[src/hdl/lltd_pkg.sv]
package lltd_pkg;

    localparam int BYTE_W   = 8;
    localparam int TAG_W    = 32;
    localparam int RULE_W   = 16;
    localparam int OFS_W    = 16;
    localparam int TYPE_W   = 7;
    localparam int LEN_W    = 9;
    localparam int WORD_W   = 32;

    // tlv type codes: the end marker and the types that get decoded fields
    localparam logic [TYPE_W-1:0] TYPE_END        = 7'd0;
    localparam logic [TYPE_W-1:0] TYPE_CHASSIS_ID = 7'd1;
    localparam logic [TYPE_W-1:0] TYPE_PORT_ID    = 7'd2;
    localparam logic [TYPE_W-1:0] TYPE_TTL        = 7'd3;
    localparam logic [TYPE_W-1:0] TYPE_SYS_CAP    = 7'd7;
    localparam logic [TYPE_W-1:0] TYPE_MGMT_ADDR  = 7'd8;

    typedef enum logic [1:0] {
        PH_HDR0,
        PH_HDR1,
        PH_VALUE,
        PH_STOP
    } phase_t;

    typedef struct packed {
        logic [TAG_W-1:0]  packet_tag_out;
        logic [RULE_W-1:0] rule_tag_out;
        logic [OFS_W-1:0]  tlv_seq;
        logic [TYPE_W-1:0] tlv_kind;
        logic [LEN_W-1:0]  tlv_len;
        logic [OFS_W-1:0]  value_ofs;
        logic [BYTE_W-1:0] subtype;
        logic [15:0]       ttl_value;
        logic [WORD_W-1:0] capabilities;
        logic [BYTE_W-1:0] ma_addr_subtype;
        logic [BYTE_W-1:0] ma_if_subtype;
        logic [WORD_W-1:0] ma_if_number;
    } row_t;

endpackage

[src/hdl/lltd_if.sv]
interface lltd_byte_if;
    logic                        valid;
    logic                        ready;
    logic [lltd_pkg::BYTE_W-1:0] data_byte;
    logic                        region_end;
    logic [lltd_pkg::TAG_W-1:0]  packet_tag;
    logic [lltd_pkg::RULE_W-1:0] rule_tag;

    modport source (output valid, data_byte, region_end, packet_tag, rule_tag, input ready);
    modport sink   (input valid, data_byte, region_end, packet_tag, rule_tag, output ready);
endinterface

interface lltd_row_if;
    logic                        valid;
    logic                        ready;
    logic [lltd_pkg::TAG_W-1:0]  packet_tag_out;
    logic [lltd_pkg::RULE_W-1:0] rule_tag_out;
    logic [lltd_pkg::OFS_W-1:0]  tlv_seq;
    logic [lltd_pkg::TYPE_W-1:0] tlv_kind;
    logic [lltd_pkg::LEN_W-1:0]  tlv_len;
    logic [lltd_pkg::OFS_W-1:0]  value_ofs;
    logic [lltd_pkg::BYTE_W-1:0] subtype;
    logic [15:0]                 ttl_value;
    logic [lltd_pkg::WORD_W-1:0] capabilities;
    logic [lltd_pkg::BYTE_W-1:0] ma_addr_subtype;
    logic [lltd_pkg::BYTE_W-1:0] ma_if_subtype;
    logic [lltd_pkg::WORD_W-1:0] ma_if_number;

    modport source (output valid, packet_tag_out, rule_tag_out, tlv_seq, tlv_kind,
                    tlv_len, value_ofs, subtype, ttl_value, capabilities,
                    ma_addr_subtype, ma_if_subtype, ma_if_number,
                    input ready);
    modport sink   (input valid, packet_tag_out, rule_tag_out, tlv_seq, tlv_kind,
                    tlv_len, value_ofs, subtype, ttl_value, capabilities,
                    ma_addr_subtype, ma_if_subtype, ma_if_number,
                    output ready);
endinterface

[src/hdl/lldp_tlv_decoder.sv]
// lldp tlv decoder: takes an lldp payload region one byte per transfer (region_end on the
// final byte) and walks its tlvs (7-bit type, 9-bit length, msb first). one row comes out
// for each non-end tlv whose value is complete, on the byte that completes it (the second header
// byte for a zero-length tlv), with the running tlv index, header fields, value offset
// and decoded fields for chassis id, port id, ttl, capabilities and management address.
// an end tlv (type 0) or a truncated tlv stops the walk until the region's final byte.
// every byte is handled in one pass of logic between the walk state and the row output
// register, so the block takes one byte per cycle and a row appears in the cycle after the
// byte that completes it; it only holds input back while a finished row waits to be taken.
module lldp_tlv_decoder (
    input  logic        clk,
    input  logic        rst_n,
    lltd_byte_if.sink   bytes,
    lltd_row_if.source  rows
);

    // walk state
    lltd_pkg::phase_t             phase_reg, phase_next;
    logic [lltd_pkg::OFS_W-1:0]   region_offset_reg, region_offset_next;
    logic [lltd_pkg::OFS_W-1:0]   tlv_count_reg, tlv_count_next;
    logic [lltd_pkg::TYPE_W-1:0]  cur_type_reg, cur_type_next;
    logic [lltd_pkg::LEN_W-1:0]   cur_length_reg, cur_length_next;
    logic [lltd_pkg::LEN_W-1:0]   value_count_reg, value_count_next;
    logic [lltd_pkg::OFS_W-1:0]   value_start_reg, value_start_next;
    logic [lltd_pkg::BYTE_W-1:0]  first_byte_reg, first_byte_next;
    logic [lltd_pkg::BYTE_W-1:0]  second_byte_reg, second_byte_next;
    logic [lltd_pkg::WORD_W-1:0]  word_gather_reg, word_gather_next;
    logic [lltd_pkg::BYTE_W-1:0]  iface_sub_reg, iface_sub_next;
    logic [lltd_pkg::WORD_W-1:0]  iface_num_reg, iface_num_next;

    // row output register
    logic                         out_valid_reg;
    lltd_pkg::row_t               row_reg;
    lltd_pkg::row_t               row_next;

    logic                         byte_accept;
    logic                         row_emit;

    // wide copies for the address-length window compares
    logic [lltd_pkg::LEN_W:0]     vcount_w;
    logic [lltd_pkg::LEN_W:0]     alen_w;
    logic [lltd_pkg::LEN_W:0]     new_alen_w;

    // a new byte is taken whenever the output register is empty or being drained
    assign bytes.ready = !out_valid_reg || rows.ready;
    assign byte_accept = bytes.valid && bytes.ready;

    assign vcount_w   = {1'b0, value_count_reg};
    assign alen_w     = {2'b00, first_byte_reg};
    assign new_alen_w = {2'b00, first_byte_next};

    // next walk state and row strobe
    always_comb
    begin
        phase_next         = phase_reg;
        region_offset_next = region_offset_reg;
        tlv_count_next     = tlv_count_reg;
        cur_type_next      = cur_type_reg;
        cur_length_next    = cur_length_reg;
        value_count_next   = value_count_reg;
        value_start_next   = value_start_reg;
        first_byte_next    = first_byte_reg;
        second_byte_next   = second_byte_reg;
        word_gather_next   = word_gather_reg;
        iface_sub_next     = iface_sub_reg;
        iface_num_next     = iface_num_reg;
        row_emit           = 1'b0;

        case (phase_reg)
            lltd_pkg::PH_HDR0:
            begin
                cur_type_next   = bytes.data_byte[7:1];
                cur_length_next = {bytes.data_byte[0], 8'h00};
                phase_next      = lltd_pkg::PH_HDR1;
            end
            lltd_pkg::PH_HDR1:
            begin
                cur_length_next  = {cur_length_reg[8], bytes.data_byte};
                value_count_next = '0;
                first_byte_next  = '0;
                second_byte_next = '0;
                word_gather_next = '0;
                iface_sub_next   = '0;
                iface_num_next   = '0;
                value_start_next = region_offset_reg + 16'd1;
                if (cur_type_reg == lltd_pkg::TYPE_END)
                begin
                    phase_next = lltd_pkg::PH_STOP;
                end
                else if (cur_length_next == '0)
                begin
                    row_emit   = 1'b1;
                    phase_next = lltd_pkg::PH_HDR0;
                end
                else
                begin
                    phase_next = lltd_pkg::PH_VALUE;
                end
            end
            lltd_pkg::PH_VALUE:
            begin
                if (value_count_reg == 9'd0)
                    first_byte_next = bytes.data_byte;
                if (value_count_reg == 9'd1)
                    second_byte_next = bytes.data_byte;
                if (value_count_reg < 9'd4)
                    word_gather_next = {word_gather_reg[23:0], bytes.data_byte};
                // interface subtype and number sit right after the management address
                if (value_count_reg != 9'd0 && first_byte_reg != 8'd0)
                begin
                    if (vcount_w == alen_w + 10'd1)
                        iface_sub_next = bytes.data_byte;
                    else if (vcount_w >= alen_w + 10'd2 && vcount_w <= alen_w + 10'd5)
                        iface_num_next = {iface_num_reg[23:0], bytes.data_byte};
                end
                value_count_next = value_count_reg + 9'd1;
                if (value_count_next == cur_length_reg)
                begin
                    row_emit   = 1'b1;
                    phase_next = lltd_pkg::PH_HDR0;
                end
            end
            default:
            begin
                // stopped: bytes are ignored until the region ends
            end
        endcase

        if (row_emit && tlv_count_reg != 16'hFFFF)
            tlv_count_next = tlv_count_reg + 16'd1;

        // the final byte restarts the walk for the next region
        if (bytes.region_end)
        begin
            phase_next         = lltd_pkg::PH_HDR0;
            region_offset_next = '0;
            tlv_count_next     = '0;
        end
        else
        begin
            region_offset_next = region_offset_reg + 16'd1;
        end
    end

    // row fields, decoded from the state after this byte
    always_comb
    begin
        row_next                    = '0;
        row_next.packet_tag_out     = bytes.packet_tag;
        row_next.rule_tag_out       = bytes.rule_tag;
        row_next.tlv_seq            = tlv_count_reg;
        row_next.tlv_kind           = cur_type_next;
        row_next.tlv_len            = cur_length_next;
        if (cur_length_next != '0)
            row_next.value_ofs = value_start_next;
        if ((cur_type_next inside {lltd_pkg::TYPE_CHASSIS_ID, lltd_pkg::TYPE_PORT_ID})
            && cur_length_next >= 9'd1)
            row_next.subtype = first_byte_next;
        if (cur_type_next == lltd_pkg::TYPE_TTL && cur_length_next >= 9'd2)
            row_next.ttl_value = {first_byte_next, second_byte_next};
        if (cur_type_next == lltd_pkg::TYPE_SYS_CAP && cur_length_next >= 9'd4)
            row_next.capabilities = word_gather_next;
        if (cur_type_next == lltd_pkg::TYPE_MGMT_ADDR)
        begin
            if (cur_length_next >= 9'd2)
                row_next.ma_addr_subtype = second_byte_next;
            // interface fields only when the address is non-empty and fully followed
            if (cur_length_next != '0 && first_byte_next != 8'd0
                && {1'b0, cur_length_next} >= new_alen_w + 10'd6)
            begin
                row_next.ma_if_subtype = iface_sub_next;
                row_next.ma_if_number  = iface_num_next;
            end
        end
    end

    always_ff @(posedge clk or negedge rst_n)
    begin
        if (!rst_n)
        begin
            phase_reg         <= lltd_pkg::PH_HDR0;
            region_offset_reg <= '0;
            tlv_count_reg     <= '0;
            cur_type_reg      <= '0;
            cur_length_reg    <= '0;
            value_count_reg   <= '0;
            value_start_reg   <= '0;
            first_byte_reg    <= '0;
            second_byte_reg   <= '0;
            word_gather_reg   <= '0;
            iface_sub_reg     <= '0;
            iface_num_reg     <= '0;
        end
        else if (byte_accept)
        begin
            phase_reg         <= phase_next;
            region_offset_reg <= region_offset_next;
            tlv_count_reg     <= tlv_count_next;
            cur_type_reg      <= cur_type_next;
            cur_length_reg    <= cur_length_next;
            value_count_reg   <= value_count_next;
            value_start_reg   <= value_start_next;
            first_byte_reg    <= first_byte_next;
            second_byte_reg   <= second_byte_next;
            word_gather_reg   <= word_gather_next;
            iface_sub_reg     <= iface_sub_next;
            iface_num_reg     <= iface_num_next;
        end
    end

    // output valid: loaded on every accepted byte, dropped when the row is taken
    always_ff @(posedge clk or negedge rst_n)
    begin
        if (!rst_n)
            out_valid_reg <= 1'b0;
        else if (byte_accept)
            out_valid_reg <= row_emit;
        else if (rows.ready)
            out_valid_reg <= 1'b0;
    end

    always_ff @(posedge clk)
    begin
        if (byte_accept && row_emit)
            row_reg <= row_next;
    end

    assign rows.valid           = out_valid_reg;
    assign rows.packet_tag_out  = row_reg.packet_tag_out;
    assign rows.rule_tag_out    = row_reg.rule_tag_out;
    assign rows.tlv_seq         = row_reg.tlv_seq;
    assign rows.tlv_kind        = row_reg.tlv_kind;
    assign rows.tlv_len         = row_reg.tlv_len;
    assign rows.value_ofs       = row_reg.value_ofs;
    assign rows.subtype         = row_reg.subtype;
    assign rows.ttl_value       = row_reg.ttl_value;
    assign rows.capabilities    = row_reg.capabilities;
    assign rows.ma_addr_subtype = row_reg.ma_addr_subtype;
    assign rows.ma_if_subtype   = row_reg.ma_if_subtype;
    assign rows.ma_if_number    = row_reg.ma_if_number;

endmodule

[src/flat_wrapper.sv]
// flat-port wrapper written by rule: the top's interface ports become plain ports
module lldp_tlv_decoder_flat 
  (clk, rst_n, bytes_valid, bytes_data_byte, bytes_region_end, bytes_packet_tag, bytes_rule_tag, bytes_ready, rows_valid, rows_packet_tag_out, rows_rule_tag_out, rows_tlv_seq, rows_tlv_kind, rows_tlv_len, rows_value_ofs, rows_subtype, rows_ttl_value, rows_capabilities, rows_ma_addr_subtype, rows_ma_if_subtype, rows_ma_if_number, rows_ready);
  lltd_byte_if bytes_i ();
  lltd_row_if rows_i ();
  input  logic clk;
  input  logic rst_n;
  input wire logic [$bits(bytes_i.valid)-1:0] bytes_valid;
  input wire logic [$bits(bytes_i.data_byte)-1:0] bytes_data_byte;
  input wire logic [$bits(bytes_i.region_end)-1:0] bytes_region_end;
  input wire logic [$bits(bytes_i.packet_tag)-1:0] bytes_packet_tag;
  input wire logic [$bits(bytes_i.rule_tag)-1:0] bytes_rule_tag;
  output wire logic [$bits(bytes_i.ready)-1:0] bytes_ready;
  output wire logic [$bits(rows_i.valid)-1:0] rows_valid;
  output wire logic [$bits(rows_i.packet_tag_out)-1:0] rows_packet_tag_out;
  output wire logic [$bits(rows_i.rule_tag_out)-1:0] rows_rule_tag_out;
  output wire logic [$bits(rows_i.tlv_seq)-1:0] rows_tlv_seq;
  output wire logic [$bits(rows_i.tlv_kind)-1:0] rows_tlv_kind;
  output wire logic [$bits(rows_i.tlv_len)-1:0] rows_tlv_len;
  output wire logic [$bits(rows_i.value_ofs)-1:0] rows_value_ofs;
  output wire logic [$bits(rows_i.subtype)-1:0] rows_subtype;
  output wire logic [$bits(rows_i.ttl_value)-1:0] rows_ttl_value;
  output wire logic [$bits(rows_i.capabilities)-1:0] rows_capabilities;
  output wire logic [$bits(rows_i.ma_addr_subtype)-1:0] rows_ma_addr_subtype;
  output wire logic [$bits(rows_i.ma_if_subtype)-1:0] rows_ma_if_subtype;
  output wire logic [$bits(rows_i.ma_if_number)-1:0] rows_ma_if_number;
  input wire logic [$bits(rows_i.ready)-1:0] rows_ready;
  assign bytes_i.valid = bytes_valid;
  assign bytes_i.data_byte = bytes_data_byte;
  assign bytes_i.region_end = bytes_region_end;
  assign bytes_i.packet_tag = bytes_packet_tag;
  assign bytes_i.rule_tag = bytes_rule_tag;
  assign bytes_ready = bytes_i.ready;
  assign rows_valid = rows_i.valid;
  assign rows_packet_tag_out = rows_i.packet_tag_out;
  assign rows_rule_tag_out = rows_i.rule_tag_out;
  assign rows_tlv_seq = rows_i.tlv_seq;
  assign rows_tlv_kind = rows_i.tlv_kind;
  assign rows_tlv_len = rows_i.tlv_len;
  assign rows_value_ofs = rows_i.value_ofs;
  assign rows_subtype = rows_i.subtype;
  assign rows_ttl_value = rows_i.ttl_value;
  assign rows_capabilities = rows_i.capabilities;
  assign rows_ma_addr_subtype = rows_i.ma_addr_subtype;
  assign rows_ma_if_subtype = rows_i.ma_if_subtype;
  assign rows_ma_if_number = rows_i.ma_if_number;
  assign rows_i.ready = rows_ready;
  lldp_tlv_decoder u_core (.clk(clk), .rst_n(rst_n), .bytes(bytes_i), .rows(rows_i));
endmodule
[config.mk]
export PLATFORM = sky130hd
export DESIGN_NAME = lldp_tlv_decoder_flat
export DESIGN_NICKNAME = d
export VERILOG_FILES = /design/src/hdl/lltd_pkg.sv /design/src/hdl/lltd_if.sv /design/src/hdl/lldp_tlv_decoder.sv /design/src/flat_wrapper.sv
export SDC_FILE = /design/constraint.sdc
export NUM_CORES = 1
export LEC_CHECK = 0
export BUFFER_PORTS_ARGS = -buffer_cell sky130_fd_sc_hd__buf_2
export CAP_MARGIN = 20
export CORE_MARGIN = 5
export CORE_UTILIZATION = 30
export DETAILED_ROUTE_END_ITERATION = 8
export GPL_ROUTABILITY_DRIVEN = 0
export GPL_TIMING_DRIVEN = 0
export HOLD_SLACK_MARGIN = 0.06
export SLEW_MARGIN = 20
export SYNTH_ARGS = -nofsm -noshare
export SYNTH_HDL_FRONTEND = slang
export SYNTH_SLANG_ARGS = --single-unit
[constraint.sdc]
create_clock -name clk -period 9.14 [get_ports clk]
set_clock_uncertainty 0.05 [all_clocks]
set_input_delay 0.457 -clock clk [delete_from_list [all_inputs] [get_ports clk]]
set_output_delay 0.457 -clock clk [all_outputs]
set_load 0.01 [all_outputs]
==> impl_metrics.prom <==
# TYPE chip_impl_metric gauge
chip_impl_info{name="status",value="completed"} 1
chip_impl_metric{name="use_met2",unit="%"} 27.2
chip_impl_metric{name="placeableCoreArea",unit="sq um"} 57900
chip_impl_metric{name="crit_fanout",unit=""} 10
chip_impl_metric{name="area_growth_syn_to_layout",unit="%"} 24.7
chip_impl_metric{name="groute.usage.overall",unit="%"} 16.8
chip_impl_metric{name="synth-seq-cells",unit=""} 364
chip_impl_metric{name="layout_setup_ws",unit="ns"} 4.27
chip_impl_info{name="criticalPathCategory",value="reg -> reg"} 1
chip_impl_metric{name="placed_cell_area",unit="sq um"} 20000
chip_impl_metric{name="maxCapViolations",unit=""} 0
chip_impl_metric{name="htree_levels",unit=""} 2
chip_impl_metric{name="detail_route.vias_per_cell",unit=""} 5.23
chip_impl_metric{name="die_x",unit="microns"} 252
chip_impl_metric{name="wl",unit="microns"} 56400
chip_impl_info{name="setup.worst_path.start_class",value="register"} 1
chip_impl_metric{name="worstPathArrival",unit="ns"} 5.11
chip_impl_metric{name="maxSlewHeadroom",unit="%"} 33.7
chip_impl_metric{name="timing.critical_path.required",unit="ns"} 9.38
chip_impl_metric{name="globalRouteOverflowTotal",unit=""} 0
chip_impl_metric{name="multi_input_logic_area",unit="sq um"} 6850
chip_impl_metric{name="final_area",unit="sq um"} 22000
chip_impl_metric{name="post_synth_instance_area",unit="sq um"} 17600
chip_impl_metric{name="final_hold_viol_count",unit=""} 0
chip_impl_metric{name="cellLeakagePower",unit="nW"} 8.63
chip_impl_metric{name="tightestPinTransition",unit="ns"} 0.986
chip_impl_metric{name="layout_worst_path_cycle_share",unit="%"} 53.2
chip_impl_metric{name="pwr_dens",unit="nW/um^2"} 247
chip_impl_info{name="root_buffer",value="clkbuf_16"} 1
chip_impl_metric{name="vias_in_the_first_global_route",unit=""} 14396
chip_impl_metric{name="clock_network_latency_to_the_later_pin_of_the_worst_skew_pair",unit="ns"} 0.58
chip_impl_metric{name="start_util",unit="%"} 30.4
chip_impl_metric{name="rows",unit=""} 88
chip_impl_info{name="post-synth-top-area-cell",value="edfxtp_1"} 1
chip_impl_metric{name="setup-violations-final",unit=""} 0
chip_impl_metric{name="netlist_instances",unit=""} 1641
chip_impl_metric{name="synth_sequential_area_ratio",unit="%"} 57.4
chip_impl_metric{name="portBuffers",unit=""} 262
chip_impl_metric{name="number_of_enable_type_register_cells_in_the_synthesized_netlist",unit=""} 200
chip_impl_metric{name="via_count",unit=""} 14676
chip_impl_metric{name="drc",unit=""} 0
chip_impl_metric{name="hpwlAfterDp",unit="microns"} 39600
chip_impl_metric{name="clkSlewWorstSetupHoldPaths",unit="ns"} 0.06
chip_impl_metric{name="ant_nets",unit=""} 0
chip_impl_metric{name="routedWlPerCell",unit="microns"} 20.1
chip_impl_metric{name="post_route_cells_drive_above_1_share",unit="%"} 19.6
chip_impl_metric{name="grtUsageMet3",unit="%"} 3.80
chip_impl_metric{name="layout.area.seq",unit="sq um"} 10100
chip_impl_metric{name="fmax",unit="MHz"} 206
chip_impl_metric{name="preCtsSetupSlack",unit="ns"} 4.31
chip_impl_metric{name="vdd_drop_max",unit="uV"} 137
chip_impl_metric{name="final_antenna_diode_count",unit=""} 0
chip_impl_metric{name="final_util",unit="%"} 37.9
chip_impl_metric{name="num-fill-cells",unit=""} 5712
chip_impl_metric{name="synthArstFlopShare",unit="%"} 45.1
chip_impl_metric{name="ios",unit=""} 263
chip_impl_metric{name="post_cts.repair.setup_buffers",unit=""} 0
chip_impl_info{name="largest_cells_by_area_after_synthesis",value="edfxtp_1 34%, dfrtp_1 23%, nand2_1 5.9%"} 1
chip_impl_metric{name="clock_sinks",unit=""} 364
chip_impl_metric{name="yosys_warnings",unit=""} 0
chip_impl_metric{name="final_max_slew_viol_count",unit=""} 0
chip_impl_metric{name="p_total",unit="mW"} 5.42
chip_impl_metric{name="grt_start_max_net_pins",unit=""} 110
chip_impl_metric{name="synthDominantCellAreaShare",unit="%"} 34.1
chip_impl_metric{name="cts_inserted_buffers",unit=""} 45
chip_impl_metric{name="grt_antenna_before_repair",unit=""} 4
chip_impl_metric{name="synthesis.area_per_instance",unit="sq um"} 10.7
chip_impl_info{name="crit_path_end_kind",value="register"} 1
chip_impl_metric{name="synth.distinct_cells",unit=""} 77
chip_impl_metric{name="syn_nets",unit=""} 1742
chip_impl_info{name="post-synth-top-count-cell",value="nand2_1"} 1
chip_impl_metric{name="finalWorstPathRequiredPeriod",unit="ns"} 4.87
chip_impl_info{name="hold_class",value="in -> reg"} 1
chip_impl_metric{name="grt_first_pass_wirelength",unit="microns"} 85000
chip_impl_info{name="top_cells_by_instance_count_after_synthesis",value="278 x nand2_1, 200 x edfxtp_1, 164 x dfrtp_1"} 1
chip_impl_metric{name="dr.first_iter.drc_count",unit=""} 1335
chip_impl_metric{name="die-area",unit="sq um"} 63700
chip_impl_metric{name="grt_util_met1",unit="%"} 22.7
chip_impl_info{name="clock_tree_from_tritoncts",value="built"} 1
chip_impl_metric{name="finalNetCount",unit=""} 2103
chip_impl_info{name="rsz0062_at_grt",value="no"} 1
chip_impl_metric{name="number_of_iterations_in_the_first_detailed_routing_pass",unit=""} 5
chip_impl_metric{name="worst_case_clock_buffer_depth",unit=""} 3
chip_impl_info{name="postSynth.topFlopCell",value="edfxtp_1"} 1
chip_impl_info{name="grt_busiest_layer",value="met2"} 1
chip_impl_metric{name="die_height",unit="microns"} 252
[through the flow]
| stage | hold slack, ns | TNS [ns] | std cells |
|---|---|---|---|
| after floorplan | 0.111 | 0 | 1641 |
| after global placement | 0.412 | -7.98 | 2668 |
| after detailed placement | 0.313 | 0 | 2671 |
| after CTS | 0.157 | 0 | 2804 |
| after global routing | 0.185 | 0 | 2804 |
| final | 0.201 | 0 | 2804 |
[per-layer routing]
metal	share of wire (%)	vias to the layer above
met4	2.4	8
met2	47	618
li1	-	6747
met5	0.082	-
met3	7.6	109
met1	43	7194
[worst max-delay path: stages (launching register included)]
cell	delay, ns
dfrtp_1	0.47
buf_2	0.22
nor4_1	0.44
nand4_1	0.27
buf_2	0.26
mux2_2	0.24
nand2_1	0.20
or3_1	0.40
nor2_1	0.18
xor2_1	0.18
ha_1	0.26
a21o_1	0.19
a211o_1	0.29
o21ai_1	0.45
buf_2	0.34
a31oi_1	0.13
[path summary, 6_finish.rpt]
check | start | to | slack, ns | cells after the start
max | u_core.value_count_reg[2] | u_core.rows.ma_if_number[2] | 4.27 | 15
max in group asynchronous | rst_n | u_core.iface_num_reg[26] | 7.72 | 4
min | rows_ready | u_core.rows.valid | 0.20 | 3
min in group asynchronous | rst_n | u_core.tlv_count_reg[0] | 0.32 | 2
min reg2reg | u_core.value_start_reg[11] | u_core.value_start_reg[11] | 0.43 | 2
max reg2reg | u_core.value_count_reg[2] | u_core.rows.ma_if_number[2] | 4.27 | 15
[cells by family after synthesis]
| family | after synthesis | synth area share [%] |
|---|---|---|
| AOI/OAI and AO/OA | 384 | 15.0 |
| xor gates and xnor gates | 46 | 2.29 |
| adders and majority gates | 40 | 2.84 |
| buffers and inverters | 159 | 3.78 |
| DFF | 364 | 57.4 |
| muxes | 47 | 2.77 |
| and+or+nand+nor | 601 | 16.0 |
[power by group]
part	leakage, nW	internal (mW)	switching (mW)	total (mW)
Combinational	3.83	0.506	1.07	1.57
Sequential	4.07	1.89	0.155	2.05
Clock	0.735	1.06	0.733	1.79
Total	8.63	3.46	1.96	5.42
[layout make-up]
cell class / instances / area share, %
Sequential cell: 364 / 46.0
Tap cell: 765 / 4.36
Buffer: 125 / 2.45
Inverter: 34 / 0.615
Timing Repair Buffer: 314 / 8.62
Clock inverter: 28 / 1.29
Clock buffer: 56 / 5.50
Multi-Input combinational cell: 1118 / 31.2
[cells in the final DEF (no fill, tap or decap), types with 6 or more instances in the layout]
cell type | Yosys | routed
o211ai_1 | 46 | 46
clkbuf_1 | 97 | 105
mux2_2 | 14 | 14
nor3_1 | 41 | 41
a22o_1 | 41 | 41
nand2b_1 | 13 | 13
inv_1 | 33 | 32
nand3_1 | 37 | 37
dlygate4sd3_1 | 0 | 49
xnor2_1 | 19 | 19
xor2_1 | 27 | 27
clkinv_2 | 0 | 11
clkbuf_16 | 0 | 46
a211oi_1 | 19 | 19
a21o_1 | 24 | 24
dfrtp_1 | 164 | 164
edfxtp_1 | 200 | 200
nor2_1 | 90 | 90
mux2i_1 | 33 | 33
ha_1 | 40 | 40
or3_1 | 14 | 14
o21ai_0 | 78 | 78
and3_1 | 23 | 23
and2_1 | 20 | 20
nor4_1 | 8 | 8
nand2_1 | 278 | 278
buf_4 | 6 | 6
o31ai_1 | 8 | 8
a311o_1 | 9 | 9
a31oi_1 | 43 | 43
a21oi_1 | 69 | 69
nand4_1 | 37 | 37
buf_2 | 13 | 274
nor3b_1 | 6 | 6
[repair_timing]
action	in CTS	in global routing
hold buffers	49	0
gates resized for setup	0	0
endpoints found under the hold margin	86	0
(Power assumes the default switching activity.)
